### src/hw/rtl/bmp_pkg.sv
// Shared types and constants for the bone matrix palette block.
`default_nettype none
package bmp_pkg;

  localparam logic [1:0] KIND_OFFSET  = 2'd0;
  localparam logic [1:0] KIND_LOCAL   = 2'd1;
  localparam logic [1:0] KIND_PARENT  = 2'd2;
  localparam logic [1:0] KIND_COMPUTE = 2'd3;

  localparam int unsigned LastIdx = 3;

  typedef logic [127:0] mrow_t;

  // Controller to datapath
  typedef struct packed {
    logic       issue;      // one MAC step enters the pipe
    logic       phase_b;    // 0: local * parent global, 1: offset * global
    logic [1:0] r;          // row being formed
    logic [1:0] k;          // inner-product term
    logic       latch_par;  // capture parent and root decision
  } dp_cmd_t;

  // Datapath to controller
  typedef struct packed {
    logic in_range;  // addressed bone below the active count
    logic out_busy;  // output register still holds a row
  } dp_sts_t;

endpackage
`default_nettype wire

### src/hw/rtl/bmp_ctrl.sv
// Controller: sequences parent lookup, global product and offset product.
`default_nettype none
module bmp_ctrl import bmp_pkg::*; (
  input  wire logic       clk_i,
  input  wire logic       rst_ni,
  input  wire logic       acc_i,
  input  wire logic [1:0] kind_i,
  input  wire dp_sts_t    sts_i,
  output logic            ready_o,
  output dp_cmd_t         cmd_o
);

  typedef enum logic [8:0] {
    ST_IDLE  = 9'b000000001,
    ST_SEL   = 9'b000000010,
    ST_RUNA  = 9'b000000100,
    ST_DRA1  = 9'b000001000,
    ST_DRA2  = 9'b000010000,
    ST_WAITB = 9'b000100000,
    ST_RUNB  = 9'b001000000,
    ST_DRB1  = 9'b010000000,
    ST_DRB2  = 9'b100000000
  } state_e;

  state_e     state_q, state_d;
  logic [3:0] cnt_q, cnt_d;  // {row, term}

  always_comb begin
    state_d = state_q;
    cnt_d   = cnt_q;
    case (state_q)
      ST_IDLE: begin
        cnt_d = '0;
        if (acc_i && kind_i == KIND_COMPUTE && sts_i.in_range) begin
          state_d = ST_SEL;
        end
      end
      ST_SEL:  state_d = ST_RUNA;
      ST_RUNA: begin
        cnt_d = cnt_q + 4'd1;
        if (cnt_q == 4'hf) begin
          state_d = ST_DRA1;
        end
      end
      ST_DRA1: state_d = ST_DRA2;
      ST_DRA2: state_d = ST_WAITB;
      ST_WAITB: begin
        if (!sts_i.out_busy) begin
          state_d = ST_RUNB;
        end
      end
      ST_RUNB: begin
        cnt_d = cnt_q + 4'd1;
        if (cnt_q[1:0] == 2'(LastIdx)) begin
          state_d = ST_DRB1;
        end
      end
      ST_DRB1: state_d = ST_DRB2;
      ST_DRB2: state_d = (cnt_q == 4'h0) ? ST_IDLE : ST_WAITB;
      default: state_d = ST_IDLE;
    endcase
  end

  always_ff @(posedge clk_i or negedge rst_ni) begin
    if (!rst_ni) begin
      state_q <= ST_IDLE;
      cnt_q   <= '0;
    end else begin
      state_q <= state_d;
      cnt_q   <= cnt_d;
    end
  end

  assign ready_o           = (state_q == ST_IDLE);
  assign cmd_o.issue       = (state_q == ST_RUNA) | (state_q == ST_RUNB);
  assign cmd_o.phase_b     = (state_q == ST_RUNB);
  assign cmd_o.r           = cnt_q[3:2];
  assign cmd_o.k           = cnt_q[1:0];
  assign cmd_o.latch_par   = (state_q == ST_SEL);

  a_runb_entry: assert property (@(posedge clk_i) disable iff (!rst_ni)
    (state_q == ST_RUNB && cnt_q[1:0] == 2'd0) |-> $past(state_q) == ST_WAITB)
    else $error("offset row started without waiting for the output register");

endmodule
`default_nettype wire

### config.mk
export PLATFORM = sky130hd
export DESIGN_NAME = bmp_ctrl
export DESIGN_NICKNAME = d
export VERILOG_FILES = /design/src/hw/rtl/bmp_pkg.sv /design/src/hw/rtl/bmp_ctrl.sv
export SDC_FILE = /design/constraint.sdc
export NUM_CORES = 1
export LEC_CHECK = 0
export BUFFER_PORTS_ARGS = -buffer_cell sky130_fd_sc_hd__buf_2
export CAP_MARGIN = 20
export CELL_PAD_IN_SITES_DETAIL_PLACEMENT = 2
export CELL_PAD_IN_SITES_GLOBAL_PLACEMENT = 2
export CORE_UTILIZATION = 35
export CTS_CLUSTER_DIAMETER = 100
export DETAILED_ROUTE_END_ITERATION = 16
export PLACE_DENSITY_LB_ADDON = 0.1
export SLEW_MARGIN = 15
export SYNTH_ARGS = -nofsm -noshare
export SYNTH_HDL_FRONTEND = slang
export SYNTH_SLANG_ARGS = --single-unit
### constraint.sdc
create_clock -name clk_i -period 3.95 [get_ports clk_i]
set_input_delay 0.1975 -clock clk_i [delete_from_list [all_inputs] [get_ports clk_i]]
set_output_delay 0.1975 -clock clk_i [all_outputs]
set_load 0.005 [all_outputs]
# After elaboration in Yosys (flattened, before gate mapping)
# Cells that the tools add are included.
# W data, S select, Z words.
[classes] n_eq_ne=16 reduce_logical=6 bitwise_logic=1 muxes=7 n_addsub=1
[ops] operator="$pmux W9 S9" count=1
[ops] operator="$mux W9" count=4
[ops] operator="$eq A9 B1 Y1 const B" count=1
[ops] operator="$eq A9 B2 Y1 const B" count=1
[ops] operator="$eq A9 B3 Y1 const B" count=1
[ops] operator="$eq A9 B4 Y1 const B" count=1
[ops] operator="$eq A9 B5 Y1 const B" count=1
[ops] operator="$eq A9 B6 Y1 const B" count=1
[ops] operator="$eq A9 B7 Y1 const B" count=1
[ops] operator="$eq A9 B8 Y1 const B" count=1
[ops] operator="$eq A9 B9 Y1 const B" count=1
[ops] operator="$pmux W4 S2" count=1
[ops] operator="$mux W6" count=1
[ops] operator="$add A4 B1 Y4 const B" count=1
[ops] operator="$eq A2 B2 Y1 const B" count=2
[ops] operator="$eq A4 B4 Y1 const B" count=1
[ops] operator="$logic_not A4 Y1" count=1
[ops] operator="$ne A2 B1 Y1 const B" count=2
[ops] operator="$ne A2 B2 Y1 const B" count=2
[ops] operator="$reduce_and A4 Y1" count=1
[ops] operator="$logic_and A1 B1 Y1" count=2
[ops] operator="$reduce_bool A2 Y1" count=1
[ops] operator="$reduce_or A2 Y1" count=1
[ops] operator="$or A1 B1 Y1" count=1
[totals] register_bits=13 output_inout_bits=8 elab_cells=33 inputBits=7

# Longest topological paths before layout
[depth] depth_word=5 depth_mapped=5

# Worst setup path after synthesis
# No wires, ideal clock.
[synth_path] path_kind="register to output" from="reg state_q[4]" to="out ready_o" t_arrival_ns=1.406 stages_incl_launch_ff=5 path_slack_ns=2.347 path_buffers=0 cell_sequence="dfrtp_1 > or3_4 > nor4_1 > nand3_1 > inv_1"
[synth_via] elab_chain_cells=1
[synth_rtl] item="from (decl)" line="bmp_ctrl.sv:25" text="state_e state_q, state_d;"
[synth_rtl] item="from (signal assigned)" line="bmp_ctrl.sv:69" text="state_q <= state_d;"
[synth_rtl] item="$eq A9 B1 Y1" line="bmp_ctrl.sv:74" text="assign ready_o = (state_q == ST_IDLE);"
[synth_rtl] item="to (decl)" line="bmp_ctrl.sv:9" text="output logic ready_o,"
# No other way between the ends.

# Final worst setup path
# Ends and elaborated chain as after synthesis.

==> results.cfg <==
[critical_path]
setup.worst_path.class = reg2out
crit-reg2reg-launch = state_q[4]
critical_path.startpoint_type = flip-flop
critPathArrivalTime_ps = 1980
worst-endpoint-required_ps = 3750
r2r_cells = 4
destination_of_the_worst_register_to_register_timing_path = state_q[5]
rrSetupSlack_ps = 2210
max_stage_delay_ps = 450
setup_crit_end_kind = output port
path_cells = or3_4, nor4_1, nand3_1, inv_1, buf_2
timing.critical_path.fanout_max = 6
critical-path-slowest-cell = or3_4

[sta]
clock.fmax_mhz = 458
fin_worst_skew_ps = 3.49
finalWorstPathRequiredPeriod_ps = 2180
fin_setup_tns_ps = 0
setup-violations-final = 0
tightestPinTransition_ps = 563
drv_slew = 0
final_hold_viol_count = 0
slew-limit-headroom = 0.622
final.period_utilization = 0.552
rsz0062_at_grt = false
hold-worst-slack_ps = 189

[final_layout]
nNetsFinal = 109
area_of_combinational_cells_with_multiple_inputs_um2 = 429
syn2layout_area_growth_pct = 16.0
finish.utilization = 0.448
layout.cell_area.non_filler_um2 = 915
final-seq-area_um2 = 327
layout-drive-gt1-share = 0.253
antenna_cells = 0
final.fill_count = 242

[detailed_routing]
route.final.wire_length_mm = 2.13
antenna_violating_nets_post_route = 0
dr.pass1.iters = 2
route.detailed.wl_per_inst_um = 16.9
dr_total_vias = 673
via_per_inst = 5.34
drc = 0
detailedRoute.firstIterationViolations = 3

[die]
fp.coreArea_um2 = 2040
initial_core_util = 0.386
design.portCount = 15
dieArea_um2 = 2450
fp-row-count = 16
dieHeight_um = 49.5
die_w_um = 49.5

[global_routing]
globalRouteOverflowTotal = 0
vias_in_the_first_global_route = 743
grt_antenna_before_repair = 0
grt_max_degree = 14
grt_first_pass_wirelength_mm = 3.74
groute.usage.overall = 0.209

[run_status]
status = finished, final reports clean

[clock_network]
cts_sinks = 13
clk_root_buffer_cell = clkbuf_4
cts_max_level = 1
ctsLongestPathBuffers = 2
tritoncts = yes
clock_latency_ps = 280
clkTransAtPathRegs_ps = 80
ctsResizeCount = 0
cts-buffers-inserted = 3

[power_and_ir_drop]
irDropWorstVdd_v = 0.000196
power_density_nw_per_um2 = 391
p_total_uw = 358
static-leakage-power_nw = 0.425

[yosys]
synth_async_reset_ratio = 1.00
synth-seq-area-share = 0.414
ys_ff_latch = 13
syn-mean-instance-area_um2 = 9.50
synth-edff-count = 0
post_synth_inst_count = 83
post_synth_instance_area_um2 = 788
postSynthNetCount = 92
ys_types = 33
postSynth.topFlopCell = dfrtp_1
yosysWarnings = 0

[place]
port_buffers = 14
placed_area_um2 = 878
place_hpwl_mm = 1.62
final_gp_congestion = 0.744

[min_path]
holdPathEnd = state_q[1]
timing.hold.worst_path_depth = 3
worstHoldStart = kind_i[1]
hold_class = in2reg

[job]
maxCapViolations = 0
==> timing repair <==
| item | in CTS | in global routing |
|---|---|---|
| setup buffers | 0 | 0 |
| hold buffers | 1 | 0 |
| hold endpoints to repair | 12 | 0 |
==> cells in the mapped netlist (2+ instances only) <==
cell type	count	area, µm²
a32o_1	2	20.0
nand2_1	6	22.5
o21ai_0	6	30.0
or3_4	2	22.5
xor2_1	3	26.3
dfrtp_1	12	300
nand3_1	5	25.0
nor2_1	10	37.5
nand2b_1	2	12.5
xnor2_1	2	17.5
a21oi_1	3	15.0
inv_1	5	18.8
nor4b_1	2	17.5
buf_2	2	10.0
nor4_1	2	12.5
ha_1	2	25.0
==> final cells by class <==
cell class,instances,share of cell area
clock buffers,4,0.0287
inverters,5,0.0205
multi-input cells,62,0.469
flip-flops and latches,13,0.357
repair buffers,15,0.0876
well taps,27,0.0369
==> where the power goes <==
group | leakage (nW) | switching [mW] | internal, mW
Sequential | 0.178 | 0.0288 | 0.146
Combinational | 0.232 | 0.0555 | 0.0427
Clock | 0.0150 | 0.0453 | 0.0392
==> critical path: cells and delay by family, from the launching register on <==
kind          cells  cell delay, ps
buf+inv           2             180
flops             1             440
simple gates      3            1080
==> per-stage QoR <==
stage	setup WS [ps]	cells
floorplan	2350	83
global placement	2140	121
detailed placement	2070	121
CTS	1750	126
global route	1640	126
finish	1770	126
==> per-layer routing <==
layer	up-vias	routed length, µm	GRT usage
met5	-	0	0
met4	0	25	0.0571
met3	4	70	0.0586
met2	14	1040	0.342
met1	327	994	0.268
li1	328	-	-
==> flip-flops by register name, summed over array words and instances, names as in the netlist <==
register and count:
state_q 9, cnt_q 4
==> cells by family after synthesis <==
group,share of synthesized area
XOR/XNOR,0.0556
AND/OR/NAND/NOR,0.290
flip-flops,0.414
AO/OA/AOI/OAI,0.152
buffers and inverters,0.0413
multiplexers,0.0143
adder cells (fa/ha/maj),0.0317
==> layout by cell type (no fill, tap or decap), drive strengths merged, types with 2 or more instances in the layout <==
cell type	n
nand3	5
nor2	10
nor4	3
nor4b	3
buf	14
nand2b	2
a32o	2
a21oi	3
or3	2
xor2	3
o21ai	6
nand2	6
ha	2
xnor2	2
dfrtp	12
clkbuf	4
inv	5
==> worst max path at each step <==
stage,cells after the start,to,from,slack [ps]
after floorplan,4,ready_o,state_q[4],2350
after global routing,5,ready_o,state_q[5],1640
after global placement,5,ready_o,state_q[4],2140
final,5,ready_o,state_q[4],1770
after detailed placement,5,ready_o,state_q[5],2070
after CTS,5,ready_o,state_q[5],1750
No activity file was read; power rests on OpenSTA's default activity.
